--- config.mk ---
export PLATFORM = sky130hd
export DESIGN_NAME = swm_cell
export DESIGN_NICKNAME = d
export VERILOG_FILES = /design/src/hw/rtl/swm_pkg.sv /design/src/hw/rtl/swm_cell.sv
export SDC_FILE = /design/constraint.sdc
export NUM_CORES = 1
export LEC_CHECK = 0
export ABC_AREA = 1
export ABC_CLOCK_PERIOD_IN_PS = 3200
export BUFFER_PORTS_ARGS = -buffer_cell sky130_fd_sc_hd__clkbuf_2
export CAP_MARGIN = 20
export CORE_MARGIN = 1.5
export CORE_UTILIZATION = 51
export DETAILED_ROUTE_END_ITERATION = 10
export PLACE_DENSITY_LB_ADDON = 0.05
export SYNTH_ARGS = -nofsm -noshare
export SYNTH_HDL_FRONTEND = slang
export SYNTH_SLANG_ARGS = --single-unit
--- constraint.sdc ---
create_clock -name clk -period 3.2 [get_ports clk]
set_clock_uncertainty 0.1 [all_clocks]
set_input_delay 0.64 -clock clk [delete_from_list [all_inputs] [get_ports clk]]
set_output_delay 0.64 -clock clk [all_outputs]
set_load 0.005 [all_outputs]
--- src/hw/rtl/swm_pkg.sv ---
`timescale 1ns / 1ps
`default_nettype none
// ----------------------------------------------------------------------------
// swm_pkg: shared types and constants of the sliding window minimum
// Register map codes and the control bundle that drives the cell chain.
// ----------------------------------------------------------------------------
package swm_pkg;

  // Width of the window_size register
  localparam int WSIZE_BITS = 7;

  // APB data and address widths
  localparam int PDATA_BITS = 32;
  localparam int PADDR_BITS = 3;

  // Register indexes (word address = byte address / 4)
  typedef enum logic [0:0] {
    REG_WINDOW_SIZE = 1'b0
  } reg_index_t;

  // Control that every cell of the chain sees in the same cycle
  typedef struct packed {
    logic advance;  // an item is taken this cycle
    logic restart;  // the item opens a new stream
  } cell_ctrl_t;

endpackage : swm_pkg
`default_nettype wire

--- src/hw/rtl/swm_cell.sv ---
`timescale 1ns / 1ps
`default_nettype none
// ----------------------------------------------------------------------------
// swm_cell: one cell of the running-minimum chain
// Holds the minimum of the last k+1 samples; takes its neighbor's value and
// folds in the broadcast sample on every accepted item.
// ----------------------------------------------------------------------------
module swm_cell import swm_pkg::*; #(
  parameter int SAMPLE_BITS = 32
) (
  input  logic                          clk,
  input  cell_ctrl_t                    ctrl,
  input  logic signed [SAMPLE_BITS-1:0] sample,
  input  logic signed [SAMPLE_BITS-1:0] prev_min,
  output logic signed [SAMPLE_BITS-1:0] cell_min
);

  logic signed [SAMPLE_BITS-1:0] cand;
  logic signed [SAMPLE_BITS-1:0] cell_min_next;

  // On restart the neighbor holds stale history: drop it
  assign cand          = ctrl.restart ? sample : prev_min;
  assign cell_min_next = (sample < cand) ? sample : cand;

  always_ff @(posedge clk) begin
    if (ctrl.advance) begin
      cell_min <= cell_min_next;
    end
  end

endmodule : swm_cell
`default_nettype wire

==> impl_metrics.py <==
metrics = {
    "layout": {
        "drive_above_1_share": 0.378,
        "nFillCells": 466,
        "reg.largest.list": "cell_min: 32 flops",
        "top_register": "cell_min",
        "synthToLayoutAreaGrowth_pct": 22.9,
        "stdcell_count": 512,
        "num_antenna_cells": 0,
        "layout.nets": 539,
        "largest_register_ffs": 32,
        "final_util": 0.661,
        "multi_input_area_um2": 1560,
        "regArea_um2": 961,
    },
    "power": {
        "vdd_ir_drop_max_mv": 0.196,
        "cellPowerDensity_nw_per_um2": 409,
        "leakage_nw": 1.80,
    },
    "yosys": {
        "synth_top_cell_by_area": "edfxtp_1",
        "synthesis.area_um2": 2800,
        "synth.ff_latch_count": 32,
        "synth_area_leaders": "edfxtp_1, ha_1, nand3_1, nand2_1, or2_2",
        "yosysWarnings": 0,
        "syn_inst": 341,
        "yosysTopAreaCellShare": 0.343,
        "ys_seq_area_frac": 0.343,
        "syn_nets": 439,
        "ys_types": 22,
        "avgSynthCellArea_um2": 8.21,
    },
    "cts": {
        "cts_hold_buf": 0,
        "htreeDepth": 2,
        "postCtsSetupBuffers": 0,
        "cts_buffers": 5,
        "path_clk_slew_ns": 0.07,
        "ctsResizeCount": 0,
        "cts_sinks": 32,
        "cts_tree": "done",
        "clock-root-buffer": "clkbuf_8",
        "clockBufferDepth": 2,
    },
    "detailed_routing": {
        "wl_per_cell_um": 13.6,
        "vias": 2750,
        "wirelength_um": 6960,
        "dr.pass1.iters": 4,
        "drtIter0Drc": 112,
        "antenna_left": 0,
        "viasPerCell": 5.37,
        "drc": 0,
    },
    "timing": {
        "holdWs_ns": 0.589,
        "layout_min_cycle_time_ns": 2.89,
        "relSlewSlack": 0.404,
        "fmax_ghz": 0.346,
        "hold_violations": 0,
        "tns_ns": 0,
        "maxSlewViolCount": 0,
        "timing.final.ws_setup_ns": 0.312,
        "rsz0062_at_grt": "false",
        "setup_violations": 0,
        "worst_pin_slew_ns": 0.895,
        "min_period_over_period": 0.902,
    },
    "global_route": {
        "grt_pass1_wl_um": 11700,
        "grt_usage": 0.247,
        "antenna_found_initial": 0,
        "grt_max_degree": 33,
        "gr-total-overflow": 0,
        "grt_pass1_vias": 2635,
    },
    "setup_path": {
        "cp.arrival_ns": 2.94,
        "path_delay_family": "simple AND/OR/NAND/NOR gates",
        "worst-path-max-fanout": 19,
        "slowest_delay_ns": 0.30,
        "cp-end-kind": "flip-flop",
        "worst_setup_path_start_kind": "primary input",
        "path_cells": "clkbuf_2 -> inv_2 -> buf_4 -> or2_2 -> o21ai_0 -> ha_1 -> a21oi_1 -> o21a_1 -> a21oi_1 -> nor2_1 -> nand2_2 -> nand2_2 -> buf_4 -> nand3_1 -> nand2_1",
        "cp_num_buf_inv": 4,
        "crit_type": "in2reg",
        "cp_slowest_cell": "ha_1",
        "required_ns": 3.26,
    },
    "die": {
        "die-area_um2": 5940,
        "die_w_um": 77.1,
        "core.rowCount": 26,
        "die_h_um": 77.1,
        "ios": 99,
        "core-area_um2": 5200,
        "initial_core_util": 0.538,
    },
    "job": {
        "drv_cap": 0,
    },
    "hold_path": {
        "min_path_type": "in2reg",
        "whs_endpoint": "cell_min[20]",
        "hp-start": "sample[20]",
        "hold-path-cell-count": 3,
    },
    "placed_design": {
        "dp_hpwl_um": 5060,
        "gp_congestion": 0.849,
        "port_buffers": 98,
        "dp_cells": 504,
        "post-place-ws_ns": 0.0227,
    },
    "status": {
        "status": "completed",
    },
}
-- power by group --
part           leakage [nW]  internal [W]  switching, W
clock                0.0399      0.000152      0.000156
sequential            0.313      0.000554     0.0000188
combinational          1.45      0.000232      0.000297
total                  1.80      0.000937      0.000472
-- cells in the mapped netlist --
master    number
nand2_1       55
nand3_1       55
inv_1         37
o21ai_0       35
edfxtp_1      32
ha_1          31
or2_2         31
a21oi_1       16
nand3_2       12
buf_6          7
clkbuf_1       6
buf_4          5
nand2_2        4
nor2_1         4
o21a_1         3
nand4_1        2
inv_2          1
nand4_2        1
nor2_2         1
nor3_1         1
nor4_2         1
o211ai_1       1
-- placed cells by master (no fill, tap or decap) --
cell	netlist	final
nand2_1	55	55
clkbuf_2	0	98
clkbuf_1	6	2
clkinv_1	0	1
nand2_2	4	4
buf_12	0	2
inv_2	1	1
or2_2	31	31
nand4_1	2	2
nor2_2	1	1
nand3_2	12	12
edfxtp_1	32	32
inv_1	37	37
o21a_1	3	3
ha_1	31	31
nor2_1	4	4
nand3_1	55	55
buf_4	5	11
a21oi_1	16	16
o21ai_0	35	35
o211ai_1	1	1
clkbuf_8	0	5
nand4_2	1	1
nor4_2	1	1
nor3_1	1	1
-- metrics by stage --
step | power, W | area (µm²)
CTS | 0.00142 | 3440
global placement | 0.00110 | 3360
global route | 0.00151 | 3440
finish | 0.00141 | 3440
detailed placement | 0.00111 | 3360
floorplan | 0.000912 | 2800
-- per-layer routing --
| metal | wire (µm) | part of all wire | global-route usage |
|---|---|---|---|
| met2 | 3520 | 0.51 | 0.439 |
| met4 | 131 | 0.019 | 0.0927 |
| met1 | 2940 | 0.42 | 0.296 |
| met3 | 375 | 0.054 | 0.0440 |
| met5 | 0 | 0 | 0 |
-- how the worst max path moves through the flow --
stage / cells after the start / startpoint / end / slack, ns
after floorplan: 15 / ctrl[0] / cell_min[22] / 0.35
after global placement: 15 / ctrl[0] / cell_min[19] / 0.09
after detailed placement: 16 / ctrl[0] / cell_min[7] / 0.02
after CTS: 16 / ctrl[0] / cell_min[7] / 0.32
after global routing: 16 / ctrl[0] / cell_min[4] / 0.06
final: 15 / ctrl[0] / cell_min[7] / 0.31
-- final cells by class --
class	instances	share of cell area
Clock buffer	7	0.0222
Clock inverter	1	0.00109
Inverter	38	0.0414
Multi-Input combinational cell	253	0.453
Sequential cell	32	0.279
Tap cell	70	0.0254
Timing Repair Buffer	111	0.178
-- kinds of logic (layout without fill, tap and decap cells) --
logic type	after synthesis	count (layout)	synth area share
simple gates	167	167	0.316
buf+inv	56	157	0.101
compound gates	55	55	0.102
flops	32	32	0.343
fa+ha+maj	31	31	0.139
-- worst min-delay path: stages --
cell and delay, ns:
clkbuf_2 0.11, nand3_2 0.07, nand2_1 0.05
Power figures use the tool's default switching activity.
